<file path="config.mk">
export PLATFORM = sky130hd
export DESIGN_NAME = rgb555_fade_to_color
export DESIGN_NICKNAME = d
export VERILOG_FILES = /design/src/rtl/rgbf_pkg.sv /design/src/rtl/rgbf_div.sv /design/src/rtl/rgbf_front.sv /design/src/rtl/rgbf_queue.sv /design/src/rtl/rgbf_back.sv /design/src/rtl/rgb555_fade_to_color.sv
export SDC_FILE = /design/constraint.sdc
export NUM_CORES = 2
export LEC_CHECK = 0
export ABC_AREA = 0
export BUFFER_PORTS_ARGS = -buffer_cell sky130_fd_sc_hd__clkbuf_2
export CAP_MARGIN = 10
export CORE_ASPECT_RATIO = 1.5
export CORE_MARGIN = 2
export CORE_UTILIZATION = 25
export DETAILED_ROUTE_END_ITERATION = 16
export PLACE_DENSITY_LB_ADDON = 0.08
export SETUP_SLACK_MARGIN = 0.1
export SLEW_MARGIN = 30
export SYNTH_ARGS = -nofsm -noshare
export SYNTH_HDL_FRONTEND = slang
export SYNTH_SLANG_ARGS = --single-unit
</file>
<file path="constraint.sdc">
create_clock -name clk -period 6.55 [get_ports clk]
set_input_delay 0.9825 -clock clk [delete_from_list [all_inputs] [get_ports clk]]
set_output_delay 0.9825 -clock clk [all_outputs]
set_load 0.1 [all_outputs]
</file>
<file path="src/rtl/rgbf_pkg.sv">
// ----------------------------------------------------------------------------
// rgbf_pkg
// Shared widths, register indexes, codes and queue word types for the
// rgb555 fade-to-color block.
// ----------------------------------------------------------------------------
package rgbf_pkg;

	// pixel and register widths
	localparam int PIX_W      = 16;
	localparam int TGT_W      = 8;
	localparam int STEP_W     = 10;
	localparam int FPIX_W     = 10;
	localparam int WEIGHT_W   = 13;
	localparam int FRAC_BITS  = 12;
	localparam int PROD_W     = 21;
	localparam int CH_SHIFT   = 15;
	localparam int CH_W       = 5;

	// configuration port
	localparam int CFG_IDX_W  = 3;
	localparam int CFG_DATA_W = 10;

	localparam logic [CFG_IDX_W-1:0] REG_TARGET_RED   = 3'd0;
	localparam logic [CFG_IDX_W-1:0] REG_TARGET_GREEN = 3'd1;
	localparam logic [CFG_IDX_W-1:0] REG_TARGET_BLUE  = 3'd2;
	localparam logic [CFG_IDX_W-1:0] REG_STEP_COUNT   = 3'd3;
	localparam logic [CFG_IDX_W-1:0] REG_FRAME_PIXELS = 3'd4;

	// register reset values
	localparam logic [STEP_W-1:0] STEP_COUNT_RST   = 10'd1;
	localparam logic [FPIX_W-1:0] FRAME_PIXELS_RST = 10'd512;

	// full blend weight, reached only in the last frame of a fade
	localparam logic [WEIGHT_W-1:0] WEIGHT_ONE = 13'h1000;

	// divider: one quotient bit per cycle
	localparam int DIV_STEPS = 13;

	// default sizes
	localparam int MAX_FRAME_PIXELS_DEF = 512;
	localparam int QUEUE_DEPTH_DEF      = 2;

	// what the back end does with a word
	typedef enum logic [1:0] {
		PIX_CLEAR,
		PIX_SOLID,
		PIX_BLEND
	} pix_kind_t;

	typedef enum logic {
		F_RUN,
		F_DIV
	} front_state_t;

	typedef struct packed {
		pix_kind_t             kind;
		logic [PIX_W-1:0]      pixel;
		logic [WEIGHT_W-1:0]   weight;
		logic                  frame_end;
		logic                  fade_end;
	} queue_word_t;

	typedef struct packed {
		logic                start;
		logic [STEP_W-1:0]   numer;
		logic [STEP_W-1:0]   denom;
	} div_req_t;

	typedef struct packed {
		logic                  done;
		logic [WEIGHT_W-1:0]   quot;
	} div_rsp_t;

	// classify one pixel against the frame weight
	function automatic queue_word_t make_word(
		input logic [PIX_W-1:0]    pixel,
		input logic [WEIGHT_W-1:0] weight,
		input logic                fend
	);
		queue_word_t w;
		logic        last_frame;
		last_frame = (weight == WEIGHT_ONE);
		w.pixel     = pixel;
		w.weight    = weight;
		w.frame_end = fend;
		w.fade_end  = fend && last_frame;
		if (pixel == '0) begin
			w.kind = PIX_CLEAR;
		end else if (last_frame) begin
			w.kind = PIX_SOLID;
		end else begin
			w.kind = PIX_BLEND;
		end
		return w;
	endfunction

endpackage

</file>
<file path="src/rtl/rgbf_div.sv">
// ----------------------------------------------------------------------------
// rgbf_div
// Restoring divider for the frame weight: (numer << 12) / denom, numer not
// above denom, one quotient bit per cycle.
// ----------------------------------------------------------------------------
module rgbf_div (
	input  logic              clk,
	input  logic              arst_n,
	input  rgbf_pkg::div_req_t req,
	output rgbf_pkg::div_rsp_t rsp
);

	localparam int CNT_W = $clog2(rgbf_pkg::DIV_STEPS + 1);

	logic [CNT_W-1:0]                   cnt_q;
	logic                               done_q;
	logic [rgbf_pkg::STEP_W:0]          rem_q;
	logic [rgbf_pkg::STEP_W-1:0]        denom_q;
	logic [rgbf_pkg::WEIGHT_W-1:0]      quot_q;

	logic                               fits;
	logic [rgbf_pkg::STEP_W:0]          rem_sub;

	assign fits    = rem_q >= {1'b0, denom_q};
	assign rem_sub = fits ? (rem_q - {1'b0, denom_q}) : rem_q;

	always_ff @(posedge clk or negedge arst_n) begin
		if (!arst_n) begin
			cnt_q  <= '0;
			done_q <= 1'b0;
		end else begin
			done_q <= 1'b0;
			if (req.start) begin
				cnt_q <= CNT_W'(rgbf_pkg::DIV_STEPS);
			end else if (cnt_q != '0) begin
				cnt_q <= cnt_q - 1'b1;
				if (cnt_q == CNT_W'(1)) begin
					done_q <= 1'b1;
				end
			end
		end
	end

	always_ff @(posedge clk) begin
		if (req.start) begin
			rem_q   <= {1'b0, req.numer};
			denom_q <= req.denom;
			quot_q  <= '0;
		end else if (cnt_q != '0) begin
			// remainder stays below the divisor, so the shift fits
			rem_q  <= {rem_sub[rgbf_pkg::STEP_W-1:0], 1'b0};
			quot_q <= {quot_q[rgbf_pkg::WEIGHT_W-2:0], fits};
		end
	end

	assign rsp.done = done_q;
	assign rsp.quot = quot_q;

endmodule

</file>
<file path="src/rtl/rgbf_front.sv">
// ----------------------------------------------------------------------------
// rgbf_front
// Input side: pixel and frame counters, frame weight via the divider,
// classification of each pixel into a queue word.
// ----------------------------------------------------------------------------
module rgbf_front #(
	parameter int MAX_FRAME_PIXELS = rgbf_pkg::MAX_FRAME_PIXELS_DEF
) (
	input  logic                          clk,
	input  logic                          arst_n,
	input  logic                          in_valid,
	output logic                          in_stall,
	input  logic [rgbf_pkg::PIX_W-1:0]    pixel_in,
	input  logic [rgbf_pkg::STEP_W-1:0]   step_count,
	input  logic [rgbf_pkg::FPIX_W-1:0]   frame_pixels,
	input  logic                          queue_full,
	output logic                          push,
	output rgbf_pkg::queue_word_t         push_word,
	output rgbf_pkg::div_req_t            div_req,
	input  rgbf_pkg::div_rsp_t            div_rsp
);

	localparam int IDX_W = $clog2(MAX_FRAME_PIXELS);
	localparam int NPX_W = $clog2(MAX_FRAME_PIXELS + 1);
	localparam int CMP_W = (NPX_W > rgbf_pkg::FPIX_W) ? NPX_W : rgbf_pkg::FPIX_W;

	rgbf_pkg::front_state_t              state_q, state_d;
	logic [IDX_W-1:0]                    pix_idx_q, pix_idx_d;
	logic [rgbf_pkg::STEP_W-1:0]         frm_idx_q, frm_idx_d;
	logic [rgbf_pkg::WEIGHT_W-1:0]       weight_q, weight_d;
	logic [rgbf_pkg::PIX_W-1:0]          hold_pixel_q, hold_pixel_d;
	logic                                hold_fend_q, hold_fend_d;

	logic [rgbf_pkg::STEP_W-1:0]         steps_eff;
	logic [rgbf_pkg::STEP_W-1:0]         frm_eff;
	logic [CMP_W-1:0]                    fpix_ext;
	logic [CMP_W-1:0]                    npix;
	logic                                fend;
	logic                                frame_start;

	// clamp the frame size and find the frame end
	always_comb begin
		fpix_ext = CMP_W'(frame_pixels);
		if (fpix_ext == '0) begin
			npix = CMP_W'(1);
		end else if (fpix_ext > CMP_W'(MAX_FRAME_PIXELS)) begin
			npix = CMP_W'(MAX_FRAME_PIXELS);
		end else begin
			npix = fpix_ext;
		end
		fend = (CMP_W'(pix_idx_q) + CMP_W'(1)) >= npix;
	end

	assign steps_eff   = (step_count == '0) ? rgbf_pkg::STEP_W'(1) : step_count;
	assign frm_eff     = (frm_idx_q >= steps_eff) ? '0 : frm_idx_q;
	assign frame_start = (pix_idx_q == '0);

	always_ff @(posedge clk or negedge arst_n) begin
		if (!arst_n) begin
			state_q   <= rgbf_pkg::F_RUN;
			pix_idx_q <= '0;
			frm_idx_q <= '0;
			weight_q  <= rgbf_pkg::WEIGHT_ONE;
		end else begin
			state_q   <= state_d;
			pix_idx_q <= pix_idx_d;
			frm_idx_q <= frm_idx_d;
			weight_q  <= weight_d;
		end
	end

	always_ff @(posedge clk) begin
		hold_pixel_q <= hold_pixel_d;
		hold_fend_q  <= hold_fend_d;
	end

	always_comb begin
		state_d      = state_q;
		pix_idx_d    = pix_idx_q;
		frm_idx_d    = frm_idx_q;
		weight_d     = weight_q;
		hold_pixel_d = hold_pixel_q;
		hold_fend_d  = hold_fend_q;
		in_stall     = 1'b1;
		push         = 1'b0;
		push_word    = '0;
		div_req      = '0;
		unique case (state_q)
			rgbf_pkg::F_RUN: begin
				in_stall = queue_full;
				if (in_valid && !queue_full) begin
					pix_idx_d = fend ? '0 : pix_idx_q + 1'b1;
					if (frame_start) begin
						// new frame: wrap the frame count, then work out the weight
						frm_idx_d     = frm_eff;
						hold_pixel_d  = pixel_in;
						hold_fend_d   = fend;
						div_req.start = 1'b1;
						div_req.numer = frm_eff + 1'b1;
						div_req.denom = steps_eff;
						state_d       = rgbf_pkg::F_DIV;
					end else begin
						push      = 1'b1;
						push_word = rgbf_pkg::make_word(pixel_in, weight_q, fend);
						if (fend) begin
							frm_idx_d = (weight_q == rgbf_pkg::WEIGHT_ONE) ? '0
								: frm_idx_q + 1'b1;
						end
					end
				end
			end
			rgbf_pkg::F_DIV: begin
				// the queue had room when this word was taken and nothing came since
				if (div_rsp.done) begin
					weight_d  = div_rsp.quot;
					push      = 1'b1;
					push_word = rgbf_pkg::make_word(hold_pixel_q, div_rsp.quot,
						hold_fend_q);
					if (hold_fend_q) begin
						frm_idx_d = (div_rsp.quot == rgbf_pkg::WEIGHT_ONE) ? '0
							: frm_idx_q + 1'b1;
					end
					state_d = rgbf_pkg::F_RUN;
				end
			end
			default: begin
				state_d = rgbf_pkg::F_RUN;
			end
		endcase
	end

endmodule

</file>
<file path="src/rtl/rgbf_queue.sv">
// ----------------------------------------------------------------------------
// rgbf_queue
// Short register queue between the front and back ends.
// ----------------------------------------------------------------------------
module rgbf_queue #(
	parameter int DEPTH = rgbf_pkg::QUEUE_DEPTH_DEF
) (
	input  logic                   clk,
	input  logic                   arst_n,
	input  logic                   push,
	input  rgbf_pkg::queue_word_t  push_word,
	input  logic                   pop,
	output rgbf_pkg::queue_word_t  pop_word,
	output logic                   full,
	output logic                   empty
);

	localparam int PTR_W = $clog2(DEPTH);
	localparam int CNT_W = $clog2(DEPTH + 1);

	rgbf_pkg::queue_word_t   mem_q [DEPTH];
	logic [PTR_W-1:0]        wr_ptr_q;
	logic [PTR_W-1:0]        rd_ptr_q;
	logic [CNT_W-1:0]        count_q;

	assign full     = (count_q == CNT_W'(DEPTH));
	assign empty    = (count_q == '0);
	assign pop_word = mem_q[rd_ptr_q];

	always_ff @(posedge clk or negedge arst_n) begin
		if (!arst_n) begin
			wr_ptr_q <= '0;
			rd_ptr_q <= '0;
			count_q  <= '0;
		end else begin
			if (push) begin
				wr_ptr_q <= (wr_ptr_q == PTR_W'(DEPTH - 1)) ? '0 : wr_ptr_q + 1'b1;
			end
			if (pop) begin
				rd_ptr_q <= (rd_ptr_q == PTR_W'(DEPTH - 1)) ? '0 : rd_ptr_q + 1'b1;
			end
			if (push && !pop) begin
				count_q <= count_q + 1'b1;
			end else if (pop && !push) begin
				count_q <= count_q - 1'b1;
			end
		end
	end

	always_ff @(posedge clk) begin
		if (push) begin
			mem_q[wr_ptr_q] <= push_word;
		end
	end

endmodule

</file>
<file path="src/rtl/rgbf_back.sv">
// ----------------------------------------------------------------------------
// rgbf_back
// Output side: per-channel products, then sum, repack and output register.
// ----------------------------------------------------------------------------
module rgbf_back (
	input  logic                          clk,
	input  logic                          arst_n,
	input  logic                          queue_empty,
	input  rgbf_pkg::queue_word_t         queue_word,
	output logic                          pop,
	input  logic [rgbf_pkg::TGT_W-1:0]    target_red,
	input  logic [rgbf_pkg::TGT_W-1:0]    target_green,
	input  logic [rgbf_pkg::TGT_W-1:0]    target_blue,
	output logic                          out_valid,
	input  logic                          out_stall,
	output logic [rgbf_pkg::PIX_W-1:0]    pixel_out,
	output logic                          frame_end,
	output logic                          fade_end
);

	localparam int P = rgbf_pkg::PROD_W;

	logic                                 s1_valid_q;
	rgbf_pkg::pix_kind_t                  kind_s1;
	logic                                 mask_s1;
	logic                                 fend_s1;
	logic                                 dend_s1;
	logic [2:0][P-1:0]                    src_prod_s1;
	logic [2:0][P-1:0]                    tgt_prod_s1;

	logic                                 out_valid_q;
	logic [rgbf_pkg::PIX_W-1:0]           pixel_out_q;
	logic                                 frame_end_q;
	logic                                 fade_end_q;

	logic                                 s1_ready;
	logic                                 s2_ready;
	logic [rgbf_pkg::WEIGHT_W-1:0]        inv_weight;
	logic [2:0][rgbf_pkg::TGT_W-1:0]      src8;
	logic [2:0][rgbf_pkg::TGT_W-1:0]      tgt8;
	logic [2:0][P-1:0]                    chan_sum;
	logic [2:0][rgbf_pkg::CH_W-1:0]       chan;
	logic [rgbf_pkg::PIX_W-1:0]           pixel_next;

	assign s2_ready = !out_valid_q || !out_stall;
	assign s1_ready = !s1_valid_q || s2_ready;
	assign pop      = !queue_empty && s1_ready;

	// widen the 5-bit fields to 8 bits
	assign src8[0] = {queue_word.pixel[4:0],   3'b000};
	assign src8[1] = {queue_word.pixel[9:5],   3'b000};
	assign src8[2] = {queue_word.pixel[14:10], 3'b000};
	assign tgt8[0] = target_red;
	assign tgt8[1] = target_green;
	assign tgt8[2] = target_blue;

	assign inv_weight = rgbf_pkg::WEIGHT_ONE - queue_word.weight;

	always_ff @(posedge clk or negedge arst_n) begin
		if (!arst_n) begin
			s1_valid_q  <= 1'b0;
			out_valid_q <= 1'b0;
		end else begin
			if (s1_ready) begin
				s1_valid_q <= pop;
			end
			if (s2_ready) begin
				out_valid_q <= s1_valid_q;
			end
		end
	end

	// stage 1: six narrow products
	always_ff @(posedge clk) begin
		if (pop) begin
			kind_s1 <= queue_word.kind;
			mask_s1 <= queue_word.pixel[rgbf_pkg::PIX_W-1];
			fend_s1 <= queue_word.frame_end;
			dend_s1 <= queue_word.fade_end;
			for (int c = 0; c < 3; c++) begin
				src_prod_s1[c] <= P'(src8[c]) * P'(inv_weight);
				tgt_prod_s1[c] <= P'(tgt8[c]) * P'(queue_word.weight);
			end
		end
	end

	// stage 2: sum, scale down and repack
	always_comb begin
		for (int c = 0; c < 3; c++) begin
			chan_sum[c] = src_prod_s1[c] + tgt_prod_s1[c];
			chan[c]     = chan_sum[c][rgbf_pkg::CH_SHIFT +: rgbf_pkg::CH_W];
		end
		case (kind_s1)
			rgbf_pkg::PIX_SOLID: begin
				pixel_next = {1'b1, target_blue[7:3], target_green[7:3], target_red[7:3]};
			end
			rgbf_pkg::PIX_BLEND: begin
				pixel_next = {mask_s1, chan[2], chan[1], chan[0]};
			end
			default: begin
				pixel_next = '0;
			end
		endcase
	end

	always_ff @(posedge clk) begin
		if (s2_ready && s1_valid_q) begin
			pixel_out_q <= pixel_next;
			frame_end_q <= fend_s1;
			fade_end_q  <= dend_s1;
		end
	end

	assign out_valid = out_valid_q;
	assign pixel_out = pixel_out_q;
	assign frame_end = frame_end_q;
	assign fade_end  = fade_end_q;

endmodule

</file>
<file path="src/rtl/rgb555_fade_to_color.sv">
// ----------------------------------------------------------------------------
// rgb555_fade_to_color
// Linear fade of an RGB555 pixel stream toward a programmed 8-bit color.
// ----------------------------------------------------------------------------
// usage:
//   pixels enter on in_valid/pixel_in, a word is taken when in_valid is high
//   and in_stall is low; results leave on out_valid/pixel_out with frame_end
//   and fade_end, a word is taken when out_valid is high and out_stall is low
//   registers are written through cfg_we/cfg_idx/cfg_data while the block is
//   idle; target color and frame size act at once, step count at the next
//   frame start
// path:
//   an ordinary pixel passes the queue, the stage-1 product register and the
//   output register; the first pixel of each frame also waits for the frame
//   weight from a 13-step restoring divider (one quotient bit per cycle)
//   one pixel per cycle within a frame while the queue has room; the first
//   pixel of a frame holds the input until the divider has the frame weight
// reset:
//   counters to zero, weight to full, step count 1, frame size 512, target 0
// stall:
//   a stalled output holds its word; the back end fills, then the short
//   queue, then in_stall rises
// ----------------------------------------------------------------------------
module rgb555_fade_to_color #(
	parameter int MAX_FRAME_PIXELS = rgbf_pkg::MAX_FRAME_PIXELS_DEF,
	parameter int QUEUE_DEPTH      = rgbf_pkg::QUEUE_DEPTH_DEF
) (
	input  logic                              clk,
	input  logic                              arst_n,
	// configuration write port
	input  logic                              cfg_we,
	input  logic [rgbf_pkg::CFG_IDX_W-1:0]    cfg_idx,
	input  logic [rgbf_pkg::CFG_DATA_W-1:0]   cfg_data,
	// pixel input
	input  logic                              in_valid,
	output logic                              in_stall,
	input  logic [rgbf_pkg::PIX_W-1:0]        pixel_in,
	// pixel output
	output logic                              out_valid,
	input  logic                              out_stall,
	output logic [rgbf_pkg::PIX_W-1:0]        pixel_out,
	output logic                              frame_end,
	output logic                              fade_end
);

	// configuration registers
	logic [rgbf_pkg::TGT_W-1:0]    target_red_q;
	logic [rgbf_pkg::TGT_W-1:0]    target_green_q;
	logic [rgbf_pkg::TGT_W-1:0]    target_blue_q;
	logic [rgbf_pkg::STEP_W-1:0]   step_count_q;
	logic [rgbf_pkg::FPIX_W-1:0]   frame_pixels_q;

	// front to queue
	logic                          push;
	rgbf_pkg::queue_word_t         push_word;
	logic                          queue_full;
	// queue to back
	logic                          pop;
	rgbf_pkg::queue_word_t         pop_word;
	logic                          queue_empty;
	// front to divider
	rgbf_pkg::div_req_t            div_req;
	rgbf_pkg::div_rsp_t            div_rsp;

	// register writes; unknown indexes fall through
	always_ff @(posedge clk or negedge arst_n) begin
		if (!arst_n) begin
			target_red_q   <= '0;
			target_green_q <= '0;
			target_blue_q  <= '0;
			step_count_q   <= rgbf_pkg::STEP_COUNT_RST;
			frame_pixels_q <= rgbf_pkg::FRAME_PIXELS_RST;
		end else if (cfg_we) begin
			unique case (cfg_idx)
				rgbf_pkg::REG_TARGET_RED:   target_red_q   <= cfg_data[rgbf_pkg::TGT_W-1:0];
				rgbf_pkg::REG_TARGET_GREEN: target_green_q <= cfg_data[rgbf_pkg::TGT_W-1:0];
				rgbf_pkg::REG_TARGET_BLUE:  target_blue_q  <= cfg_data[rgbf_pkg::TGT_W-1:0];
				rgbf_pkg::REG_STEP_COUNT:   step_count_q   <= cfg_data[rgbf_pkg::STEP_W-1:0];
				rgbf_pkg::REG_FRAME_PIXELS: frame_pixels_q <= cfg_data[rgbf_pkg::FPIX_W-1:0];
				default: begin
				end
			endcase
		end
	end

	// frame weight divider, shared by every frame start
	rgbf_div u_div (
		.clk    (clk),
		.arst_n (arst_n),
		.req    (div_req),
		.rsp    (div_rsp)
	);

	// counters and classification
	rgbf_front #(
		.MAX_FRAME_PIXELS (MAX_FRAME_PIXELS)
	) u_front (
		.clk          (clk),
		.arst_n       (arst_n),
		.in_valid     (in_valid),
		.in_stall     (in_stall),
		.pixel_in     (pixel_in),
		.step_count   (step_count_q),
		.frame_pixels (frame_pixels_q),
		.queue_full   (queue_full),
		.push         (push),
		.push_word    (push_word),
		.div_req      (div_req),
		.div_rsp      (div_rsp)
	);

	// decouples the input side from output stalls
	rgbf_queue #(
		.DEPTH (QUEUE_DEPTH)
	) u_queue (
		.clk       (clk),
		.arst_n    (arst_n),
		.push      (push),
		.push_word (push_word),
		.pop       (pop),
		.pop_word  (pop_word),
		.full      (queue_full),
		.empty     (queue_empty)
	);

	// blend arithmetic and output register
	rgbf_back u_back (
		.clk          (clk),
		.arst_n       (arst_n),
		.queue_empty  (queue_empty),
		.queue_word   (pop_word),
		.pop          (pop),
		.target_red   (target_red_q),
		.target_green (target_green_q),
		.target_blue  (target_blue_q),
		.out_valid    (out_valid),
		.out_stall    (out_stall),
		.pixel_out    (pixel_out),
		.frame_end    (frame_end),
		.fade_end     (fade_end)
	);

endmodule
</file>
==> reports/results.ini <==
[detailed_routing]
top_layer = met4
drt_iter0_drc = 956
drc = 0
met2WireLength_um = 52100
drtPass1Iterations = 5
via_count = 21600
wl_per_cell_um = 20.3
drt-met1-wl_um = 37800
routed_wl_um = 94900
via_per_inst = 4.61
met3_length_um = 2130
ant_nets = 0

[die]
design.core.area_mm2 = 0.120
start_util_pct = 25.2
io_pins = 54
dieArea_mm2 = 0.124
num_rows = 156
die_w_um = 288
die_height_um = 430

[global_route]
grt_first_pass_wirelength_um = 145000
grt_start_max_net_pins = 59
grt_pass1_vias = 23300
grt-ovfl-total = 0
antenna_found_initial = 3
grt_usage_pct = 15.6

[setup_path]
crit_arrival_ps = 6300
required_ps = 6900
critPathLaunchType = register
crit_type = register to register
end_kind = register
crit_fanout = 29

[yosys]
async_reset_ff_share_pct = 26.7
yosys.area_share.simple_pct = 16.0
synth_area_mm2 = 0.0303
synth_mux_area_share_pct = 2.98
yosysSeqAreaShare_pct = 30.8
synth-edff-count = 228
synth_warnings = 0
synth_top_family_by_area = adder cells
synth_cell_types = 79
avgSynthCellArea_um2 = 9.99
synth-compound-area-share_pct = 9.30
synth_xor_area_share_pct = 4.11
synthFlopType = edfxtp_1
synth_cells = 3030
synth_fp_nets = 3627
synthAdderAreaFrac_pct = 30.5
synth_seq_cells = 330

[layout]
postLayoutCellArea_mm2 = 0.0340
final_common_cell = inv_1
syn_to_final_growth_pct = 12.4
num-nets-final = 3665
instances_no_fill = 4682
mostFrequentLayoutCells = inv_1, nand2_1, fa_1, ha_1, edfxtp_1
drive_gt1_share_pct = 9.06

[timing]
relSlewSlack_pct = 36.1
fin_skew_ps = 24.6
post-route-period-util_pct = 90.7
finalSetupTns_ps = 0
grt_setup_unrepaired = false
finalSetupViolations = 0
period_needed_ps = 5940
max_freq_mhz = 168
slew_viol_final = 0
finalHoldViolCount = 0
worst_pin_slew_ps = 958
worst_hold_slack_ps = 309

[cts]
clk_pin_slew_ps = 60
clock-sinks = 330
cts.htree.levels = 2
cts_buffers = 42
cts_tree = yes
cts_buffer_depth = 3
cts_root_buf = clkbuf_16
clkLatencyLatePin_ps = 620
cts_resized = 0
hold_buffers = 0
post_cts_buffers = 0

[place]
io_buffer_count = 53
hpwl_um = 73900
dpl.cell_count = 4604
place_area_mm2 = 0.0325
gp_congestion = 0.807

[hold_path]
hold_path.class = primary input to async pin

[status]
status = complete, no violations

[job]
max_cap_viol_count = 0

[path summary, 6_finish.rpt]
check / from / endpoint / slack, ps / cells after the start
max: u_queue.rd_ptr_q / u_back.tgt_prod_s1[39] / 610 / 15
min: arst_n / u_div.cnt_q[1] / 310 / 1
max reg2reg: u_queue.rd_ptr_q / u_back.tgt_prod_s1[39] / 610 / 15
min reg2reg: u_front.weight_q[12] / u_front.weight_q[12] / 470 / 2
max in group asynchronous: arst_n / target_red_q[3] / 5020 / 2
min in group clk: u_front.weight_q[12] / u_front.weight_q[12] / 470 / 2
[layout make-up]
type | instances | area (um^2)
Multi-Input combinational cell | 2201 | 19100
Clock inverter | 25 | 304
Clock buffer | 52 | 1150
Antenna cell | 1 | 2.50
Inverter | 385 | 1450
Timing Repair Buffer | 108 | 681
Sequential cell | 330 | 9330
Tap cell | 1580 | 1980
Fill cell | 12800 | 86200
[stage by stage]
step	setup slack, ps	utilization (%)
finish	610	28.3
global route	283	28.3
CTS	532	28.3
detailed placement	547	27.1
global placement	598	27.0
floorplan	475	-
[worst max-delay path: stages (launching register included)]
cell       delay, ps
dfrtp_2          760
mux2_2           660
and2_1           290
fa_1             530
inv_1             50
fa_1             540
inv_1             60
fa_1             490
fa_1             420
ha_1             330
or4_1            530
o211ai_1         110
a31oi_1          130
a2111oi_0        450
o21bai_1         120
xor2_1           150
[Yosys cell counts, types with 6 or more instances]
master / instances / share of area [%]
a211o_1: 9 / 0.26
a211oi_1: 26 / 0.65
a21o_1: 33 / 0.82
a21oi_1: 98 / 1.6
a22o_1: 22 / 0.64
a31oi_1: 7 / 0.14
and2_1: 164 / 3.4
and3_1: 13 / 0.27
and4_1: 7 / 0.20
clkbuf_1: 103 / 1.3
dfrtp_1: 85 / 7.0
dfxtp_1: 14 / 0.93
edfxtp_1: 228 / 23
fa_1: 292 / 19
ha_1: 271 / 11
inv_1: 383 / 4.8
mux2_2: 64 / 2.4
mux2i_1: 18 / 0.60
nand2_1: 350 / 4.3
nand2b_1: 37 / 0.76
nand3_1: 29 / 0.48
nand3b_1: 10 / 0.25
nand4_1: 16 / 0.33
nor2_1: 215 / 2.7
nor2b_1: 40 / 0.83
nor3_1: 32 / 0.53
nor4_1: 20 / 0.41
o2111ai_1: 6 / 0.17
o211ai_1: 24 / 0.60
o21a_1: 28 / 0.69
o21ai_0: 75 / 1.2
o21ai_1: 7 / 0.12
o21bai_1: 7 / 0.17
o31a_1: 7 / 0.20
o31ai_1: 18 / 0.45
o32ai_1: 6 / 0.17
or2_1: 6 / 0.12
or2_2: 14 / 0.29
or3_1: 15 / 0.31
or4_1: 7 / 0.17
xnor2_1: 93 / 2.7
xor2_1: 47 / 1.4
[sequential cells by signal, indices dropped and copies added, names as in the netlist, 9 cells and up]
name and cells:
u_queue.mem_q 66, u_back.src_prod_s1 51, u_back.tgt_prod_s1 51, u_back.pixel_out 16, u_front.hold_pixel_q 16, u_div.quot_q 13, u_front.weight_q 13, u_div.rem_q 11
frame_pixels_q 10, step_count_q 10, u_div.denom_q 10, u_front.frm_idx_q 10, u_front.pix_idx_q 9
[metal layers]
metal,global-route usage (%),vias up
li1,-,10200
met5,0,-
met4,4.69,0
met3,1.48,108
met1,17.8,11000
met2,30.1,275
[cells by family (layout without fill, tap and decap cells)]
kind of cell	count (synthesis)	count (layout)
compound gates	420	420
xor+xnor	141	141
fa+ha+maj	563	563
buf+inv	499	570
flops	330	330
mux	82	82
other cells	0	1
simple gates	995	995
Power is not shown: default switching activity piles up to over one toggle a cycle in this logic, so the estimate is an artifact.
